**src/rtl/core/sfv_pkg.sv**
```systemverilog
package sfv_pkg;

  typedef enum logic [3:0] {
    PH_START   = 4'd0,
    PH_LETTERS = 4'd1,
    PH_BAR     = 4'd2,
    PH_BODY    = 4'd3,
    PH_DIGITS  = 4'd4,
    PH_SEMI    = 4'd5,
    PH_DONE    = 4'd6
  } phase_t;

  localparam logic [7:0] CH_START = 8'h7E;
  localparam logic [7:0] CH_BAR   = 8'h7C;
  localparam logic [7:0] CH_SEMI  = 8'h3B;
  localparam logic [7:0] CH_COMMA = 8'h2C;
  localparam logic [7:0] CH_ZERO  = 8'h30;
  localparam logic [7:0] CH_NINE  = 8'h39;
  localparam logic [7:0] CH_UP_A  = 8'h41;
  localparam logic [7:0] CH_UP_Z  = 8'h5A;
  localparam logic [7:0] CH_LO_A  = 8'h61;
  localparam logic [7:0] CH_LO_Z  = 8'h7A;
  localparam logic [7:0] CASE_GAP = 8'h20;

  localparam logic [31:0] WORD_ONE   = 32'h4E45494C;
  localparam logic [31:0] WORD_TWO   = 32'h4E554E4F;
  localparam logic [31:0] WORD_THREE = 32'h49534D41;

  localparam logic [1:0] CODE_UNKNOWN = 2'd0;
  localparam logic [1:0] CODE_ONE     = 2'd1;
  localparam logic [1:0] CODE_TWO     = 2'd2;
  localparam logic [1:0] CODE_THREE   = 2'd3;

  localparam logic [2:0] LETTER_COUNT = 3'd4;
  localparam logic [2:0] DIGIT_COUNT  = 3'd3;
  localparam logic [3:0] COMMA_MAX    = 4'd15;
  localparam logic [3:0] COMMA_SAT    = 4'd14;
  localparam logic [3:0] FIELD_MAX    = 4'd15;
  localparam logic [3:0] FIELD_BIAS   = 4'd2;

  typedef struct packed {
    logic [7:0] char_byte;
    logic       is_last;
  } in_item_t;

  typedef struct packed {
    logic       well_formed;
    logic [1:0] format_code;
    logic [3:0] field_total;
    logic       count_matches;
  } result_t;

  typedef struct packed {
    logic     valid;
    logic     step;
    in_item_t item;
  } stage_ctrl_t;

endpackage

```
**src/rtl/core/sfv_stream_if.sv**
```systemverilog
interface sfv_in_if;
  logic       valid;
  logic       ready;
  logic [7:0] char_byte;
  logic       is_last;

  modport source (output valid, output char_byte, output is_last, input ready);
  modport sink   (input valid, input char_byte, input is_last, output ready);
endinterface

interface sfv_out_if;
  logic       valid;
  logic       ready;
  logic       well_formed;
  logic [1:0] format_code;
  logic [3:0] field_total;
  logic       count_matches;

  modport source (output valid, output well_formed, output format_code,
                  output field_total, output count_matches, input ready);
  modport sink   (input valid, input well_formed, input format_code,
                  input field_total, input count_matches, output ready);
endinterface

```
**src/rtl/core/sfv_in_stage.sv**
```systemverilog
module sfv_in_stage (
  input  logic               clk,
  input  logic               rst_n,
  sfv_in_if.sink             in_ch,
  input  logic               advance,
  output sfv_pkg::in_item_t  item,
  output logic               item_valid
);
  import sfv_pkg::*;

  logic     valid_r;
  logic     valid_nxt;
  in_item_t item_r;
  logic     take;

  assign in_ch.ready = !valid_r || advance;
  assign take        = in_ch.valid && in_ch.ready;

  always_comb begin
    valid_nxt = valid_r;
    if (take) begin
      valid_nxt = 1'b1;
    end else if (advance) begin
      valid_nxt = 1'b0;
    end
  end

  always_ff @(posedge clk) begin
    if (!rst_n) begin
      valid_r <= 1'b0;
    end else begin
      valid_r <= valid_nxt;
    end
  end

  always_ff @(posedge clk) begin
    if (take) begin
      item_r.char_byte <= in_ch.char_byte;
      item_r.is_last   <= in_ch.is_last;
    end
  end

  assign item       = item_r;
  assign item_valid = valid_r;
endmodule

```
**src/rtl/core/sfv_parser.sv**
```systemverilog
module sfv_parser (
  input  logic                 clk,
  input  logic                 rst_n,
  input  sfv_pkg::stage_ctrl_t ctrl,
  output sfv_pkg::result_t     result
);
  import sfv_pkg::*;

  phase_t      phase_r, phase_nxt;
  logic [2:0]  pos_r, pos_nxt;
  logic [31:0] letters_r, letters_nxt;
  logic [3:0]  comma_r, comma_nxt;
  logic        err_r, err_nxt;
  logic [7:0]  c;
  logic        is_upper, is_lower, is_digit;
  logic [7:0]  up_c;
  logic [2:0]  pos_inc;
  logic        ok;
  logic [1:0]  code;
  logic [3:0]  total;

  assign c        = ctrl.item.char_byte;
  assign is_upper = (c >= CH_UP_A) && (c <= CH_UP_Z);
  assign is_lower = (c >= CH_LO_A) && (c <= CH_LO_Z);
  assign is_digit = (c >= CH_ZERO) && (c <= CH_NINE);
  assign up_c     = is_lower ? (c - CASE_GAP) : c;
  assign pos_inc  = pos_r + 3'd1;

  always_comb begin
    phase_nxt   = phase_r;
    pos_nxt     = pos_r;
    letters_nxt = letters_r;
    comma_nxt   = comma_r;
    err_nxt     = err_r;
    if (!err_r) begin
      case (phase_r)
        PH_START: begin
          if (c == CH_START) begin
            phase_nxt = PH_LETTERS;
            pos_nxt   = 3'd0;
          end else begin
            err_nxt = 1'b1;
          end
        end
        PH_LETTERS: begin
          if (is_upper || is_lower) begin
            letters_nxt = {letters_r[23:0], up_c};
            pos_nxt     = pos_inc;
            if (pos_inc >= LETTER_COUNT) begin
              phase_nxt = PH_BAR;
              pos_nxt   = 3'd0;
            end
          end else begin
            err_nxt = 1'b1;
          end
        end
        PH_BAR: begin
          if (c == CH_BAR) begin
            phase_nxt = PH_BODY;
          end else begin
            err_nxt = 1'b1;
          end
        end
        PH_BODY: begin
          if (c == CH_START || c == CH_SEMI) begin
            err_nxt = 1'b1;
          end else if (c == CH_BAR) begin
            phase_nxt = PH_DIGITS;
            pos_nxt   = 3'd0;
          end else if (c == CH_COMMA && comma_r < COMMA_MAX) begin
            comma_nxt = comma_r + 4'd1;
          end
        end
        PH_DIGITS: begin
          if (is_digit) begin
            pos_nxt = pos_inc;
            if (pos_inc >= DIGIT_COUNT) begin
              phase_nxt = PH_SEMI;
              pos_nxt   = 3'd0;
            end
          end else begin
            err_nxt = 1'b1;
          end
        end
        PH_SEMI: begin
          if (c == CH_SEMI) begin
            phase_nxt = PH_DONE;
          end else begin
            err_nxt = 1'b1;
          end
        end
        default: begin
          err_nxt = 1'b1;
        end
      endcase
    end
  end

  always_comb begin
    ok    = !err_nxt && (phase_nxt == PH_DONE);
    code  = CODE_UNKNOWN;
    total = 4'd0;
    if (ok) begin
      if (letters_nxt == WORD_ONE) begin
        code = CODE_ONE;
      end else if (letters_nxt == WORD_TWO) begin
        code = CODE_TWO;
      end else if (letters_nxt == WORD_THREE) begin
        code = CODE_THREE;
      end
      total = (comma_nxt >= COMMA_SAT) ? FIELD_MAX : (comma_nxt + 4'd1);
    end
    result.well_formed   = ok;
    result.format_code   = code;
    result.field_total   = total;
    result.count_matches = ok && (code != CODE_UNKNOWN) &&
                           (total == ({2'b00, code} + FIELD_BIAS));
  end

  always_ff @(posedge clk) begin
    if (!rst_n) begin
      phase_r   <= PH_START;
      pos_r     <= 3'd0;
      letters_r <= 32'd0;
      comma_r   <= 4'd0;
      err_r     <= 1'b0;
    end else if (ctrl.step) begin
      if (ctrl.item.is_last) begin
        phase_r   <= PH_START;
        pos_r     <= 3'd0;
        letters_r <= 32'd0;
        comma_r   <= 4'd0;
        err_r     <= 1'b0;
      end else begin
        phase_r   <= phase_nxt;
        pos_r     <= pos_nxt;
        letters_r <= letters_nxt;
        comma_r   <= comma_nxt;
        err_r     <= err_nxt;
      end
    end
  end
endmodule

```
**src/rtl/core/sfv_out_stage.sv**
```systemverilog
module sfv_out_stage (
  input  logic             clk,
  input  logic             rst_n,
  input  logic             load,
  input  sfv_pkg::result_t result,
  output logic             busy,
  sfv_out_if.source        out_ch
);
  import sfv_pkg::*;

  logic    valid_r;
  logic    valid_nxt;
  result_t res_r;

  assign busy = valid_r && !out_ch.ready;

  always_comb begin
    valid_nxt = valid_r;
    if (load) begin
      valid_nxt = 1'b1;
    end else if (out_ch.ready) begin
      valid_nxt = 1'b0;
    end
  end

  always_ff @(posedge clk) begin
    if (!rst_n) begin
      valid_r <= 1'b0;
    end else begin
      valid_r <= valid_nxt;
    end
  end

  always_ff @(posedge clk) begin
    if (load) begin
      res_r <= result;
    end
  end

  assign out_ch.valid         = valid_r;
  assign out_ch.well_formed   = res_r.well_formed;
  assign out_ch.format_code   = res_r.format_code;
  assign out_ch.field_total   = res_r.field_total;
  assign out_ch.count_matches = res_r.count_matches;
endmodule

```
**src/rtl/core/sentence_format_validator.sv**
```systemverilog
// Sentence checker that takes one byte per cycle on in_ch and delivers one
// verdict on out_ch per sentence. Each byte goes through an input register
// and then a single parser update; the final byte's update writes the verdict
// to the result register, from which it is offered on out_ch. Bytes stream at
// one per cycle; the only stall is a final byte held in the input register
// while the previous verdict still waits to be taken on out_ch.
module sentence_format_validator (
  input  logic      clk,
  input  logic      rst_n,
  sfv_in_if.sink    in_ch,
  sfv_out_if.source out_ch
);
  import sfv_pkg::*;

  in_item_t    item;
  logic        item_valid;
  logic        advance;
  logic        out_busy;
  stage_ctrl_t ctrl;
  result_t     result;

  assign advance = item_valid && !(item.is_last && out_busy);

  assign ctrl.valid = item_valid;
  assign ctrl.step  = advance;
  assign ctrl.item  = item;

  sfv_in_stage u_in_stage (
    .clk        (clk),
    .rst_n      (rst_n),
    .in_ch      (in_ch),
    .advance    (advance),
    .item       (item),
    .item_valid (item_valid)
  );

  sfv_parser u_parser (
    .clk    (clk),
    .rst_n  (rst_n),
    .ctrl   (ctrl),
    .result (result)
  );

  sfv_out_stage u_out_stage (
    .clk    (clk),
    .rst_n  (rst_n),
    .load   (ctrl.valid && ctrl.step && ctrl.item.is_last),
    .result (result),
    .busy   (out_busy),
    .out_ch (out_ch)
  );
endmodule
```
**src/flat_wrapper.sv**
```systemverilog
// flat-port wrapper written by rule: the top's interface ports become plain ports
module sentence_format_validator_flat import sfv_pkg::*;
  (clk, rst_n, in_ch_valid, in_ch_char_byte, in_ch_is_last, in_ch_ready, out_ch_valid, out_ch_well_formed, out_ch_format_code, out_ch_field_total, out_ch_count_matches, out_ch_ready);
  sfv_in_if in_ch_i ();
  sfv_out_if out_ch_i ();
  input  logic clk;
  input  logic rst_n;
  input wire logic [$bits(in_ch_i.valid)-1:0] in_ch_valid;
  input wire logic [$bits(in_ch_i.char_byte)-1:0] in_ch_char_byte;
  input wire logic [$bits(in_ch_i.is_last)-1:0] in_ch_is_last;
  output wire logic [$bits(in_ch_i.ready)-1:0] in_ch_ready;
  output wire logic [$bits(out_ch_i.valid)-1:0] out_ch_valid;
  output wire logic [$bits(out_ch_i.well_formed)-1:0] out_ch_well_formed;
  output wire logic [$bits(out_ch_i.format_code)-1:0] out_ch_format_code;
  output wire logic [$bits(out_ch_i.field_total)-1:0] out_ch_field_total;
  output wire logic [$bits(out_ch_i.count_matches)-1:0] out_ch_count_matches;
  input wire logic [$bits(out_ch_i.ready)-1:0] out_ch_ready;
  assign in_ch_i.valid = in_ch_valid;
  assign in_ch_i.char_byte = in_ch_char_byte;
  assign in_ch_i.is_last = in_ch_is_last;
  assign in_ch_ready = in_ch_i.ready;
  assign out_ch_valid = out_ch_i.valid;
  assign out_ch_well_formed = out_ch_i.well_formed;
  assign out_ch_format_code = out_ch_i.format_code;
  assign out_ch_field_total = out_ch_i.field_total;
  assign out_ch_count_matches = out_ch_i.count_matches;
  assign out_ch_i.ready = out_ch_ready;
  sentence_format_validator u_core (.clk(clk), .rst_n(rst_n), .in_ch(in_ch_i), .out_ch(out_ch_i));
endmodule
```
**config.mk**
```make
export PLATFORM = sky130hd
export DESIGN_NAME = sentence_format_validator_flat
export DESIGN_NICKNAME = d
export VERILOG_FILES = /design/src/rtl/core/sfv_pkg.sv /design/src/rtl/core/sfv_stream_if.sv /design/src/rtl/core/sfv_in_stage.sv /design/src/rtl/core/sfv_parser.sv /design/src/rtl/core/sfv_out_stage.sv /design/src/rtl/core/sentence_format_validator.sv /design/src/flat_wrapper.sv
export SDC_FILE = /design/constraint.sdc
export NUM_CORES = 1
export LEC_CHECK = 0
export BUFFER_PORTS_ARGS = -buffer_cell sky130_fd_sc_hd__buf_2
export CAP_MARGIN = 20
export CORE_MARGIN = 1
export CORE_UTILIZATION = 35
export DETAILED_ROUTE_END_ITERATION = 8
export PLACE_DENSITY = 0.54
export SETUP_SLACK_MARGIN = 0.3
export SLEW_MARGIN = 20
export SYNTH_ARGS = -nofsm -noshare
export SYNTH_HDL_FRONTEND = slang
export SYNTH_SLANG_ARGS = --single-unit
```
**constraint.sdc**
```tcl
create_clock -name clk -period 9.9 [get_ports clk]
set_input_delay 1.485 -clock clk [delete_from_list [all_inputs] [get_ports clk]]
set_output_delay 1.485 -clock clk [all_outputs]
set_load 0.05 [all_outputs]
```
==> impl_metrics.csv <==
group,metric,value,unit
outcome,status,"finished clean",
worst_setup_path,max_stage_delay,0.25,ns
route,wl,7.533,mm
sta,fin_worst_skew,0.01229,ns
synth,ys_top_cells_by_area,"dfxtp_1, edfxtp_1, nor2b_1, a22oi_1, ha_1",
route,drc,0,
synth,synthFlopType,"dfxtp_1",
global_route,gr-usage-all-layers,16.07,%
cts,cts_buffers,9,
synth,ys_warn_count,0,
cts,cts_setup_buffers,0,
worst_setup_path,critPathBufInv,2,
finish,seq_area,1431,µm²
global_route,grt-ovfl-total,0,
route,drtIter0Drc,180,
global_route,grt_max_degree,47,
synth,synth_top_area_share,27.28,%
sta,max_freq,0.2711,GHz
sta,finalSetupTns,0,ns
worst_setup_path,critPathTopFamily,"simple AND/OR/NAND/NOR gates",
synth,yosys.area.top_type,"dfxtp_1",
finish,diodes,0,
min_path,min_path_cells,1,
route,ant_nets,0,
floorplanning,die_h,100.2,µm
cts,cts.clk_slew.worst_paths,0.08,ns
finish,drive_gt1_share,14.96,%
sta,rsz0062_at_grt,"false",
power,internal_power,0.0003689,W
sta,fin_crit_sh,37.26,%
worst_setup_path,worstRegToRegCells,12,
global_route,antenna_found_initial,0,
synth,synthCells,362,
power,clkPwrFrac,40.1,%
sta,max_slew_margin,46.09,%
min_path,min_path_type,"register to register",
worst_setup_path,worstSetupPathType,"input port to output pin",
global_route,grt_pass1_wl,12.56,mm
placement,gp_congestion,0.8144,
sta,setup_violations,0,
cts,htreeDepth,3,
flow_run,max-cap-violations,0,
floorplanning,die-area,10040,µm²
power,swShare,26.73,%
synth,synth_edf_count,17,
floorplanning,start_util,36.36,%
sta,tightestPinTransition,0.7883,ns
cts,clock_path_buffers,2,
placement,dp_hpwl,5.121,mm
route,wl_per_cell,14.77,µm
synth,async_flop_share,0,%
sta,hold_viol,0,
worst_setup_path,start_kind,"input port",
synth,syn-num-nets,382,
power,switchingPower,0.0001346,W
floorplanning,ios,23,
synth,synth-seq-cells,63,
cts,tritoncts,"yes",
synth,syn_area,3376,µm²
worst_setup_path,path_cells,"buf_2 -> nor2b_1 -> nand3_1 -> buf_2",
worst_setup_path,path_depth,4,
floorplanning,fp.coreArea,9284,µm²
cts,hold_buffers,0,
finish,nets,396,
worst_setup_path,cp_slowest_cell,"nor2b_1",
synth,seq_area_frac_synth,42.40,%
finish,multiInputGateArea,1797,µm²
cts,insertion_delay,0.35,ns
worst_setup_path,cp_max_fo,4,
placement,port_buffers,22,
worst_setup_path,endpoint_kind,"output pin",
power,sequentialPowerShare,54.3,%
finish,fillerInstances,947,
cts,cts-root-buf,"clkbuf_8",
sta,period_needed,3.689,ns
synth,syn_area_per_cell,9.325,µm²
route,dr.pass1.iters,4,
power,ir_drop,63.20,µV
power,p_per_area,134.5,nW/µm²
finish,syn2layout_area_growth,10.86,%
floorplanning,rows,35,
worst_setup_path,arrival,2.20,ns
sta,slew_violations,0,
worst_setup_path,crit_top_cell,"buf_2",
cts,cts_resized,0,
power,total_power,0.0005034,W
power,p_leak,1.286,nW
floorplanning,die_x,100.2,µm
route,dr_total_vias,2746,
route,routed_via_density,5.384,
global_route,grt_pass1_vias,2560,
cts,cts_sinks,63,
worst_setup_path,cp.required,8.42,ns
synth,synth.distinct_cells,65,
power,combPwrFrac,5.6,%
[cell type report]
type | instances | area share [%]
Timing Repair Buffer | 24 | 3.343
Clock buffer | 9 | 3.310
Inverter | 15 | 1.505
Sequential cell | 63 | 38.25
Tap cell | 129 | 4.313
Multi-Input combinational cell | 263 | 48.01
Clock inverter | 7 | 1.270
[state kept, by name, indices dropped and copies added, names as in the netlist]
signal,flops
u_core.u_in_stage.item,9
u_core.u_in_stage.item_valid,1
u_core.u_out_stage.out_ch.count_matches,1
u_core.u_out_stage.out_ch.field_total,4
u_core.u_out_stage.out_ch.format_code,2
u_core.u_out_stage.out_ch.valid,1
u_core.u_out_stage.out_ch.well_formed,1
u_core.u_parser.comma_r,4
u_core.u_parser.err_r,1
u_core.u_parser.letters_r,32
u_core.u_parser.phase_r,4
u_core.u_parser.pos_r,3
[kinds of logic (layout without fill, tap and decap cells)]
family	after synthesis	after routing	share of synthesized area, %
AND/OR/NAND/NOR	150	150	27.17
AO/OA/AOI/OAI	96	96	20.35
flip-flops	63	63	42.40
buffers and inverters	36	55	4.670
XOR/XNOR	8	8	2.075
adder cells (fa/ha/maj)	7	7	2.594
multiplexers	2	2	0.7412
[power groups by stage]
| stage | combinational (W) | sequential [W] | clock [W] |
|---|---|---|---|
| after floorplan | 0.0000209 | 0.000278 | 0 |
| after global placement | 0.0000286 | 0.000279 | 0 |
| after detailed placement | 0.0000283 | 0.000279 | 0 |
| after CTS | 0.0000284 | 0.000273 | 0.000210 |
| after global routing | 0.0000313 | 0.000274 | 0.000221 |
| final | 0.0000282 | 0.000273 | 0.000202 |
[metrics by stage]
step | setup WS, ns | util, % | instances | instance area [µm²] | hold slack, ns
final | 6.211 | 40.31 | 510 | 3742 | 0.5081
after global routing | 5.911 | 40.31 | 510 | 3742 | 0.5243
after CTS | 6.207 | 40.31 | 510 | 3742 | 0.5043
after detailed placement | 6.207 | 38.46 | 494 | 3571 | 0.4903
after global placement | 6.294 | 38.40 | 494 | 3565 | 0.4812
after floorplan | 6.301 | - | 362 | 3376 | 0.4717
[synthesized netlist by cell type, types with 2 or more instances]
cell type	n
nor4b_1	3
a211oi_1	3
and3_1	5
xor2_1	4
inv_1	14
a22oi_1	33
or3_1	5
buf_6	3
and2_1	4
clkbuf_1	16
nand4b_1	4
buf_1	2
nand2b_1	3
o211ai_1	4
nor4bb_1	4
o21ai_0	15
nor2b_1	41
o31ai_1	3
and4_2	3
nor3_1	7
nand3_1	10
a21oi_1	9
xnor2_1	4
nor2_1	20
a21boi_0	4
edfxtp_1	17
and4_1	2
a31oi_1	7
dfxtp_1	46
a211o_1	3
nor3b_1	3
nand2_1	18
or4_1	2
or4b_1	2
nand4_1	3
ha_1	7
[per-layer routing]
layer	part of all wire (%)	GRT usage, %	up-vias
met4	1.9	7.692	0
met2	43	24.82	60
met3	3.9	2.716	10
met1	51	21.78	1301
li1	-	-	1375
met5	0	0	-
[cells in the final DEF, fill, tap and decap left out, drive strengths merged, types with 9 or more instances in the layout]
master,n
buf,24
clkbuf,9
a22oi,33
nand3,10
a21oi,9
o21ai,16
nor2,20
inv,17
edfxtp,17
dfxtp,46
nand2,18
nor2b,42
[path summary, 6_finish.rpt]
path / start / endpoint / slack (ns)
max: out_ch_ready / in_ch_ready / 6.21
min reg2reg: u_core.u_parser.letters_r[5] / u_core.u_parser.letters_r[5] / 0.51
max reg2reg: u_core.u_in_stage.item[1] / u_core.u_out_stage.out_ch.count_matches / 6.25
min: u_core.u_parser.letters_r[5] / u_core.u_parser.letters_r[5] / 0.51
[worst register-to-register path: stages, from the launching register on]
cell,delay [ns]
edfxtp_1,0.52
nor3_1,0.36
and4_1,0.29
and2_1,0.37
mux2_2,0.40
ha_1,0.21
xor2_1,0.28
xor2_1,0.19
nand4b_1,0.10
o21ai_0,0.09
nand3_1,0.09
or4b_1,0.48
a21oi_1,0.14
Power figures use the tool's default switching activity.
